## src/design/kwm_pkg.sv

```systemverilog
`default_nettype none
package kwm_pkg;

  localparam int MAX_K  = 15;
  localparam int MAX_W  = 16;
  localparam int HASH_W = 30;
  localparam int POS_W  = 32;
  localparam int K_W    = 4;
  localparam int W_W    = 5;
  localparam int WIDX_W = 4;
  localparam int ADDR_W = 3;
  localparam int DATA_W = 32;

  localparam logic REG_KMER_LEN   = 1'b0;
  localparam logic REG_WINDOW_LEN = 1'b1;

  localparam logic [K_W-1:0] K_RESET = 4'd15;
  localparam logic [W_W-1:0] W_RESET = 5'd10;

  // One classified base, handed from the front to the window engine
  typedef struct packed {
    logic              restart;
    logic              push;
    logic              sym;
    logic              strand;
    logic [HASH_W-1:0] hash;
    logic [POS_W-1:0]  pos;
  } kwm_entry_t;

  typedef struct packed {
    logic [HASH_W-1:0] hash;
    logic              vld;
  } kwm_cand_t;

  function automatic kwm_cand_t min_cand(input kwm_cand_t a, input kwm_cand_t b);
    kwm_cand_t r;
    if (a.vld && (!b.vld || (a.hash <= b.hash))) r = a;
    else r = b;
    return r;
  endfunction

endpackage
`default_nettype wire

```

## src/design/kwm_front.sv

```systemverilog
`default_nettype none
module kwm_front (
  input  wire                         clk,
  input  wire                         rst_n,
  input  wire                         in_valid,
  output logic                        in_ready,
  input  wire  [1:0]                  in_base,
  input  wire                         in_restart,
  input  wire  [kwm_pkg::K_W-1:0]     k_eff,
  output logic                        q_wr,
  output kwm_pkg::kwm_entry_t         q_entry,
  input  wire                         q_full
);

  logic [kwm_pkg::HASH_W-1:0] fwd_r, fwd_nxt, rev_r, rev_nxt;
  logic [kwm_pkg::HASH_W-1:0] fwd_base, rev_base, mask, comp;
  logic [kwm_pkg::K_W-1:0]    seen_r, seen_nxt, seen_base;
  logic [kwm_pkg::POS_W-1:0]  cnt_r, cnt_nxt, here;
  logic [4:0]                 two_k;
  logic                       acc;

  assign in_ready = !q_full;
  assign acc      = in_valid && in_ready;
  assign q_wr     = acc;

  always_comb begin
    fwd_base  = in_restart ? '0 : fwd_r;
    rev_base  = in_restart ? '0 : rev_r;
    seen_base = in_restart ? '0 : seen_r;
    here      = in_restart ? '0 : cnt_r;
    cnt_nxt   = here + kwm_pkg::POS_W'(1);
    seen_nxt  = (seen_base < kwm_pkg::K_W'(kwm_pkg::MAX_K)) ? seen_base + 1'b1 : seen_base;
    two_k     = {k_eff, 1'b0};
    mask      = (kwm_pkg::HASH_W'(1) << two_k) - kwm_pkg::HASH_W'(1);
    comp      = kwm_pkg::HASH_W'(2'd3 - in_base);
    fwd_nxt   = ((fwd_base << 2) | kwm_pkg::HASH_W'(in_base)) & mask;
    rev_nxt   = (((rev_base & mask) >> 2) | (comp << (two_k - 5'd2))) & mask;

    q_entry.restart = in_restart;
    q_entry.push    = (seen_nxt >= k_eff);
    q_entry.sym     = (rev_nxt == fwd_nxt);
    q_entry.strand  = (rev_nxt < fwd_nxt);
    q_entry.hash    = (rev_nxt < fwd_nxt) ? rev_nxt : fwd_nxt;
    q_entry.pos     = here - (kwm_pkg::POS_W'(k_eff) - kwm_pkg::POS_W'(1));
  end

  always_ff @(posedge clk) begin
    if (!rst_n) begin
      fwd_r  <= '0;
      rev_r  <= '0;
      seen_r <= '0;
      cnt_r  <= '0;
    end else if (acc) begin
      fwd_r  <= fwd_nxt;
      rev_r  <= rev_nxt;
      seen_r <= seen_nxt;
      cnt_r  <= cnt_nxt;
    end
  end

endmodule
`default_nettype wire

```

## src/design/kwm_queue.sv

```systemverilog
`default_nettype none
module kwm_queue (
  input  wire                  clk,
  input  wire                  rst_n,
  input  wire                  wr,
  input  kwm_pkg::kwm_entry_t  wr_data,
  output logic                 full,
  input  wire                  rd,
  output kwm_pkg::kwm_entry_t  rd_data,
  output logic                 empty
);

  kwm_pkg::kwm_entry_t mem_r [2];
  logic       wptr_r, rptr_r;
  logic [1:0] cnt_r;

  assign full    = (cnt_r == 2'd2);
  assign empty   = (cnt_r == 2'd0);
  assign rd_data = mem_r[rptr_r];

  always_ff @(posedge clk) begin
    if (wr) mem_r[wptr_r] <= wr_data;
  end

  always_ff @(posedge clk) begin
    if (!rst_n) begin
      wptr_r <= 1'b0;
      rptr_r <= 1'b0;
      cnt_r  <= 2'd0;
    end else begin
      if (wr) wptr_r <= !wptr_r;
      if (rd) rptr_r <= !rptr_r;
      case ({wr, rd})
        2'b10:   cnt_r <= cnt_r + 2'd1;
        2'b01:   cnt_r <= cnt_r - 2'd1;
        default: cnt_r <= cnt_r;
      endcase
    end
  end

endmodule
`default_nettype wire

```

## src/design/kwm_back.sv

```systemverilog
`default_nettype none
module kwm_back (
  input  wire                           clk,
  input  wire                           rst_n,
  input  wire  [kwm_pkg::W_W-1:0]       w_eff,
  input  wire                           q_empty,
  output logic                          q_rd,
  input  kwm_pkg::kwm_entry_t           q_data,
  output logic                          out_valid,
  input  wire                           out_ready,
  output logic [kwm_pkg::HASH_W-1:0]    out_hash_value,
  output logic [kwm_pkg::POS_W-1:0]     out_position,
  output logic                          out_strand,
  output logic                          out_last
);

  localparam logic [1:0] ST_IDLE  = 2'd0;
  localparam logic [1:0] ST_TREE  = 2'd1;
  localparam logic [1:0] ST_FINAL = 2'd2;
  localparam logic [1:0] ST_EMIT  = 2'd3;
  localparam int NW = kwm_pkg::MAX_W;

  logic [1:0] state_r, state_nxt;
  logic [kwm_pkg::W_W-1:0] fill_r, fill_nxt, fill_base;
  logic [kwm_pkg::HASH_W-1:0] hash_r [NW];
  logic [kwm_pkg::POS_W-1:0]  pos_r  [NW];
  logic [NW-1:0] strand_r, sym_r, emitted_r, emitted_nxt;
  logic [NW-1:0] in_win, match;
  kwm_pkg::kwm_cand_t cand [NW];
  kwm_pkg::kwm_cand_t lvl_r [4];
  kwm_pkg::kwm_cand_t lvl_nxt [4];
  kwm_pkg::kwm_cand_t fin;
  logic [kwm_pkg::HASH_W-1:0] m_r;
  logic found_r;
  logic shift;
  logic [kwm_pkg::WIDX_W-1:0] sel;
  logic out_free, emit;

  logic                       out_valid_r, out_valid_nxt;
  logic [kwm_pkg::HASH_W-1:0] out_hash_r;
  logic [kwm_pkg::POS_W-1:0]  out_pos_r;
  logic                       out_strand_r, out_last_r;

  assign out_valid      = out_valid_r;
  assign out_hash_value = out_hash_r;
  assign out_position   = out_pos_r;
  assign out_strand     = out_strand_r;
  assign out_last       = out_last_r;
  assign out_free       = !out_valid_r || out_ready;

  // window region and candidates; index MAX_W-1 holds the newest k-mer
  always_comb begin
    for (int i = 0; i < NW; i++) begin
      in_win[i]     = (6'(i) + 6'(w_eff)) >= 6'(NW);
      cand[i].hash  = hash_r[i];
      cand[i].vld   = in_win[i] && !sym_r[i];
      match[i]      = found_r && cand[i].vld && !emitted_r[i] && (hash_r[i] == m_r);
    end
    for (int j = 0; j < 4; j++) begin
      lvl_nxt[j] = kwm_pkg::min_cand(kwm_pkg::min_cand(cand[4*j], cand[4*j+1]),
                                     kwm_pkg::min_cand(cand[4*j+2], cand[4*j+3]));
    end
    fin = kwm_pkg::min_cand(kwm_pkg::min_cand(lvl_r[0], lvl_r[1]),
                            kwm_pkg::min_cand(lvl_r[2], lvl_r[3]));
    sel = '0;
    for (int i = NW - 1; i >= 0; i--) begin
      if (match[i]) sel = kwm_pkg::WIDX_W'(i);
    end
  end

  always_comb begin
    state_nxt     = state_r;
    fill_nxt      = fill_r;
    fill_base     = q_data.restart ? '0 : fill_r;
    emitted_nxt   = emitted_r;
    out_valid_nxt = out_valid_r && !out_ready;
    q_rd          = 1'b0;
    shift         = 1'b0;
    emit          = 1'b0;
    case (state_r)
      ST_IDLE: begin
        if (!q_empty) begin
          q_rd     = 1'b1;
          fill_nxt = fill_base;
          if (q_data.push) begin
            shift       = 1'b1;
            emitted_nxt = {1'b0, emitted_r[NW-1:1]};
            if (fill_base < kwm_pkg::W_W'(NW)) fill_nxt = fill_base + 1'b1;
            if (fill_nxt >= w_eff) state_nxt = ST_TREE;
          end
        end
      end
      ST_TREE:  state_nxt = ST_FINAL;
      ST_FINAL: state_nxt = ST_EMIT;
      ST_EMIT: begin
        if (match == '0) begin
          state_nxt = ST_IDLE;
        end else if (out_free) begin
          emit             = 1'b1;
          out_valid_nxt    = 1'b1;
          emitted_nxt[sel] = 1'b1;
          if ((match & (match - 1'b1)) == '0) state_nxt = ST_IDLE;
        end
      end
      default: state_nxt = ST_IDLE;
    endcase
  end

  always_ff @(posedge clk) begin
    if (!rst_n) begin
      state_r     <= ST_IDLE;
      fill_r      <= '0;
      emitted_r   <= '0;
      out_valid_r <= 1'b0;
    end else begin
      state_r     <= state_nxt;
      fill_r      <= fill_nxt;
      emitted_r   <= emitted_nxt;
      out_valid_r <= out_valid_nxt;
    end
  end

  // window shift line
  always_ff @(posedge clk) begin
    if (shift) begin
      for (int i = 0; i < NW - 1; i++) begin
        hash_r[i] <= hash_r[i+1];
        pos_r[i]  <= pos_r[i+1];
      end
      hash_r[NW-1] <= q_data.hash;
      pos_r[NW-1]  <= q_data.pos;
      strand_r     <= {q_data.strand, strand_r[NW-1:1]};
      sym_r        <= {q_data.sym, sym_r[NW-1:1]};
    end
  end

  always_ff @(posedge clk) begin
    if (state_r == ST_TREE) begin
      for (int j = 0; j < 4; j++) lvl_r[j] <= lvl_nxt[j];
    end
    if (state_r == ST_FINAL) begin
      m_r     <= fin.hash;
      found_r <= fin.vld;
    end
    if (emit) begin
      out_hash_r   <= hash_r[sel];
      out_pos_r    <= pos_r[sel];
      out_strand_r <= strand_r[sel];
      out_last_r   <= ((match & (match - 1'b1)) == '0);
    end
  end

endmodule
`default_nettype wire

```

## src/design/kmer_window_minimizer_core.sv

```systemverilog
`default_nettype none
// A base that closes a full window passes the queue, the window shift, the two-stage min tree and
//   the emitter, which sends one minimizer beat at a time into the output register.
// Throughput: one base per cycle while filling; once full, a base waits for the prior search and beats.
// A two-entry queue lets the front take bases while the window engine works.
// Reset (synchronous, rst_n low): hashes, counters, window fill and emitted marks clear,
//   kmer_len returns to 15 and window_len to 10.
module kmer_window_minimizer_core (
  input  wire                           clk,
  input  wire                           rst_n,
  // base stream
  input  wire                           in_valid,
  output logic                          in_ready,
  input  wire  [1:0]                    in_base,
  input  wire                           in_restart,
  // minimizer stream
  output logic                          out_valid,
  input  wire                           out_ready,
  output logic [kwm_pkg::HASH_W-1:0]    out_hash_value,
  output logic [kwm_pkg::POS_W-1:0]     out_position,
  output logic                          out_strand,
  output logic                          out_last,
  // register port
  input  wire                           psel,
  input  wire                           penable,
  input  wire                           pwrite,
  input  wire  [kwm_pkg::ADDR_W-1:0]    paddr,
  input  wire  [kwm_pkg::DATA_W-1:0]    pwdata,
  output logic [kwm_pkg::DATA_W-1:0]    prdata,
  output logic                          pready
);

  logic [kwm_pkg::K_W-1:0] kmer_len_r, kmer_len_nxt, k_eff;
  logic [kwm_pkg::W_W-1:0] window_len_r, window_len_nxt, w_eff;
  logic                    reg_wr;
  logic                    reg_sel;

  kwm_pkg::kwm_entry_t q_wr_data, q_rd_data;
  logic q_wr, q_rd, q_full, q_empty;

  // Register port: zero-wait, write lands in the access phase.
  assign pready  = 1'b1;
  assign reg_sel = paddr[2];
  assign reg_wr  = psel && penable && pwrite && pready;

  always_comb begin
    kmer_len_nxt   = kmer_len_r;
    window_len_nxt = window_len_r;
    if (reg_wr) begin
      case (reg_sel)
        kwm_pkg::REG_KMER_LEN:   kmer_len_nxt   = pwdata[kwm_pkg::K_W-1:0];
        kwm_pkg::REG_WINDOW_LEN: window_len_nxt = pwdata[kwm_pkg::W_W-1:0];
        default: ;
      endcase
    end
    case (reg_sel)
      kwm_pkg::REG_KMER_LEN:   prdata = kwm_pkg::DATA_W'(kmer_len_r);
      kwm_pkg::REG_WINDOW_LEN: prdata = kwm_pkg::DATA_W'(window_len_r);
      default:                 prdata = '0;
    endcase
  end

  always_ff @(posedge clk) begin
    if (!rst_n) begin
      kmer_len_r   <= kwm_pkg::K_RESET;
      window_len_r <= kwm_pkg::W_RESET;
    end else begin
      kmer_len_r   <= kmer_len_nxt;
      window_len_r <= window_len_nxt;
    end
  end

  // Clamp out-of-range settings: zero acts as one, oversize acts as the maximum.
  always_comb begin
    if (kmer_len_r == '0) k_eff = kwm_pkg::K_W'(1);
    else if (kmer_len_r > kwm_pkg::K_W'(kwm_pkg::MAX_K)) k_eff = kwm_pkg::K_W'(kwm_pkg::MAX_K);
    else k_eff = kmer_len_r;
    if (window_len_r == '0) w_eff = kwm_pkg::W_W'(1);
    else if (window_len_r > kwm_pkg::W_W'(kwm_pkg::MAX_W)) w_eff = kwm_pkg::W_W'(kwm_pkg::MAX_W);
    else w_eff = window_len_r;
  end

  // Front: roll both strand hashes, decide canonical orientation and whether
  // a complete k-mer exists, then hand the beat to the queue.
  kwm_front u_front (
    .clk        (clk),
    .rst_n      (rst_n),
    .in_valid   (in_valid),
    .in_ready   (in_ready),
    .in_base    (in_base),
    .in_restart (in_restart),
    .k_eff      (k_eff),
    .q_wr       (q_wr),
    .q_entry    (q_wr_data),
    .q_full     (q_full)
  );

  // Decouple the front from the window engine.
  kwm_queue u_queue (
    .clk     (clk),
    .rst_n   (rst_n),
    .wr      (q_wr),
    .wr_data (q_wr_data),
    .full    (q_full),
    .rd      (q_rd),
    .rd_data (q_rd_data),
    .empty   (q_empty)
  );

  // Back: shift the window, search the minimum over a registered tree,
  // then emit each not-yet-emitted match oldest first into the output register.
  kwm_back u_back (
    .clk            (clk),
    .rst_n          (rst_n),
    .w_eff          (w_eff),
    .q_empty        (q_empty),
    .q_rd           (q_rd),
    .q_data         (q_rd_data),
    .out_valid      (out_valid),
    .out_ready      (out_ready),
    .out_hash_value (out_hash_value),
    .out_position   (out_position),
    .out_strand     (out_strand),
    .out_last       (out_last)
  );

endmodule
`default_nettype wire
```

## config.mk

```make
export PLATFORM = sky130hd
export DESIGN_NAME = kmer_window_minimizer_core
export DESIGN_NICKNAME = d
export VERILOG_FILES = /design/src/design/kwm_pkg.sv /design/src/design/kwm_front.sv /design/src/design/kwm_queue.sv /design/src/design/kwm_back.sv /design/src/design/kmer_window_minimizer_core.sv
export SDC_FILE = /design/constraint.sdc
export NUM_CORES = 2
export LEC_CHECK = 0
export ABC_AREA = 1
export BUFFER_PORTS_ARGS = -buffer_cell sky130_fd_sc_hd__buf_2
export CORE_MARGIN = 2
export CORE_UTILIZATION = 40
export CTS_BUF_LIST = sky130_fd_sc_hd__clkbuf_2 sky130_fd_sc_hd__clkbuf_4 sky130_fd_sc_hd__clkbuf_8
export DETAILED_ROUTE_END_ITERATION = 16
export PLACE_DENSITY = 0.62
export SYNTH_ARGS = -nofsm -noshare
export SYNTH_HDL_FRONTEND = slang
export SYNTH_HIERARCHICAL = 1
export SYNTH_SLANG_ARGS = --single-unit
```

## constraint.sdc

```tcl
create_clock -name clk -period 103 [get_ports clk]
set_input_delay 5.15 -clock clk [delete_from_list [all_inputs] [get_ports clk]]
set_output_delay 5.15 -clock clk [all_outputs]
set_load 0.02 [all_outputs]
```

==> summary.txt <==
Clock share of power: 0.227
Post-cts gate resize count: 0
DRT Wirelength: 363.0 mm
Setup Buffers After CTS: 0
Synth top area share: 0.4648
Tcrit/Tclk final: 0.1060
R2R setup slack: 93.69 ns
Combinational fraction of design power: 0.357
Yosys reg bits: 1505
Final Skew: 0.1223 ns
GPL Wtd Cong: 1.018
Main area contributors after synthesis: edfxtp_1 46%, nand2_1 10%, ha_1 7.5%
Hold Fails Final Rpt: 0
Most frequent cells in the layout: 2427 x nand2_1, 1375 x edfxtp_1, 1123 x inv_1
Mean instance size in the synthesized netlist: 8.737 um2
Run status: complete, no violations
Via count: 76740
Synth warn: 6
Slew @ Worst Pin: 1.335 ns
Largest net degree at the start of global routing: 212
GRT Total Usage: 0.3139
Min cycle time layout: 10.92 ns
Setup TNS: 0 ns
CTS tree: done
P_sw: 1.125 mW
Slowest cell delay on critical path: 0.19 ns
Die ar.: 225900 um2
Clock slew at reported path FFs: 0.06 ns
Peak supply drop: 0.00002316 V
Critical Path RT: 97.85 ns
Nets: 10710
Drt pass-1 iters: 6
Horiz. Die Dim: 475.3 um
Num CTS Buffers: 293
Depth of the CTS H-tree: 5
Slowest stage cell, crit path: buf_2
Worst reg-to-reg path cell count: 22
Io pins: 144
# port buffers: 86
Critical path, cell by cell: buf_2 -> inv_4 -> o21ai_1 -> buf_2
Post-synthesis cell type count: 68
Sequential Power Share: 0.416
Hold buffers post-CTS: 0
Setup CP Type: in -> out
Worst-skew pair later-pin latency: 1.12 ns
Cell Int Power: 1.512 mW
Wirelength per Cell: 27.26 um
CTS max path bufs: 4
Top_reg_cell synth: edfxtp_1
MaxCap Viol Count: 0
RSZ-0062 raised after global routing: false
Async S/R FF share, synth: 0
Synth Instances: 10170
Row cnt: 172
# fillers: 21490
RR Startpoint: window_len_r[4]$_SDFFE_PN0P_
Final hold slack: 0.3838 ns
Antenna Nets Post-Route: 0
Startpoint types: input port
Hold WC Path Type: reg -> reg
Reg2reg end: u_back/out_position[5]$_DFFE_PP_
Num Clock Sinks: 1505
Clock root cell: clkbuf_8
Synthesis-to-layout area growth: 9.375%
Initial antenna violation count: 23
# DRC: 0
Final setup viols: 0
Core area: 220200 um2
Crit Path Max Fanout: 9
Most frequent CP cell: buf_2
Vias per inst: 5.764
Global-route wire length before repair: 512.5 mm
Layout cells sized above 1: 0.08552
WHS Endpoint: u_back/pos_r[12][6]$_DFFE_PP_
P per Cell Area: 27.14 nW/um2
First-iteration detailed-routing DRC count: 10440
Commonest non-fill, non-tap cell in the layout: nand2_1
Register area: 43900 um2
Multi-input combinational cell area: 37960 um2
Area leader, netlist: edfxtp_1
Number of synthesized flops with an enable pin: 1375
Initial Util: 0.4035
Slew Viols, Final: 0
Post-Syn Area: 88830 um2
Dpl hpwl: 255.4 mm
Die Y: 475.3 um
Hold depth: 0
Leak: 40.12 nW
Vias in the first global route: 71430
Slew headroom: 0.1097
Hold_sp: u_back/pos_r[13][6]$_DFFE_PP_
CP arrival: 5.77 ns
Grt ovf: 0
Post-synthesis sequential area ratio: 0.4941
Sw Ratio: 0.4265
Setup crit end kind: primary output
Fmax: 91.60 MHz
[kinds of logic (layout without fill, tap and decap cells)]
family / after synthesis / after routing / share of synthesized area
flops: 1505 / 1505 / 0.4941
compound gates: 1329 / 1329 / 0.08006
simple gates: 4788 / 4788 / 0.2404
mux: 66 / 66 / 0.01006
xor+xnor: 183 / 183 / 0.01834
buf+inv: 1759 / 1903 / 0.08155
fa+ha+maj: 535 / 535 / 0.07544
other cells: 2 / 48 / 0.00008454
[power groups by stage]
stage               sequential (mW)  combinational [mW]  clock [mW]
detailed placement             1.10               0.916           0
floorplan                      1.38               0.572           0
global route                   1.11                1.02       0.636
finish                         1.10               0.942       0.597
CTS                            1.09               0.921       0.609
global placement               1.09               0.906           0
[worst max path at each step]
stage                  start                            end  slack, ns
floorplan               flop  u_back/hash_r[0][0]$_DFFE_PP_      29.42
global placement    paddr[2]                      prdata[2]      92.10
detailed placement  paddr[2]                      prdata[1]      92.10
CTS                 paddr[2]                      prdata[1]      92.10
global route        paddr[2]                      prdata[1]      92.01
finish              paddr[2]                      prdata[1]      92.08
[metrics by stage]
| step | cell area, um2 | instances | utilization | setup WS (ns) | power (mW) |
|---|---|---|---|---|---|
| after floorplan | 88930 | 10190 | - | 29.42 | 1.955 |
| after global placement | 91480 | 12790 | 0.4155 | 92.10 | 2.000 |
| after detailed placement | 91480 | 12790 | 0.4155 | 92.10 | 2.017 |
| after CTS | 97110 | 13300 | 0.4411 | 92.10 | 2.620 |
| after global routing | 97130 | 13300 | 0.4412 | 92.01 | 2.763 |
| final | 97160 | 13320 | 0.4413 | 92.08 | 2.637 |
[synth_stat cells (24+ instances only)]
cell,number
mux2_2,26
nand4_1,630
o2111ai_1,24
xnor2_1,82
inv_2,56
mux2_4,40
nor2_2,24
o21ai_1,85
clkbuf_1,210
buf_4,64
nand3_1,958
ha_1,534
inv_1,1124
nor4_1,49
dfxtp_1,130
edfxtp_1,1375
nor3_1,96
buf_1,50
a21oi_1,470
o21a_1,36
xor2_1,99
o21ai_0,599
buf_2,230
nand2_1,2432
nor2_1,523
[worst max-delay path, delay by kind of cell]
kind	cells	cell delay [ns]
buffers and inverters	3	0.46
AOI/OAI and AO/OA	1	0.15
[metal layers]
layer / GRT usage / share of wire / wire, um
met2: 0.4681 / 0.43 / 155800
met1: 0.4289 / 0.42 / 151500
met5: 0 / 0.00017 / 60
met4: 0.1643 / 0.059 / 21380
met3: 0.06482 / 0.094 / 34250
[registers in the layout (all words and copies together), names as in the netlist, 28 cells and up, named ones only]
register and count:
u_back/hash_r 480, u_back/lvl_r 124, u_back/m_r 30, u_back/out_hash_value 30, u_back/out_position 32, u_back/pos_r 512, u_front/cnt_r 32, u_front/fwd_r 28
u_front/rev_r 28, u_queue/mem_r 132
[cell type report]
type,instances,share of cell area
clock buffer,415,0.05228
sequential,1505,0.4518
clock inverter,91,0.005705
timing repair buffer,206,0.01463
tap,2958,0.03809
antenna,20,0.0005151
multi-input combinational,6929,0.3907
inverter,1191,0.04627
(Power assumes the default switching activity.)
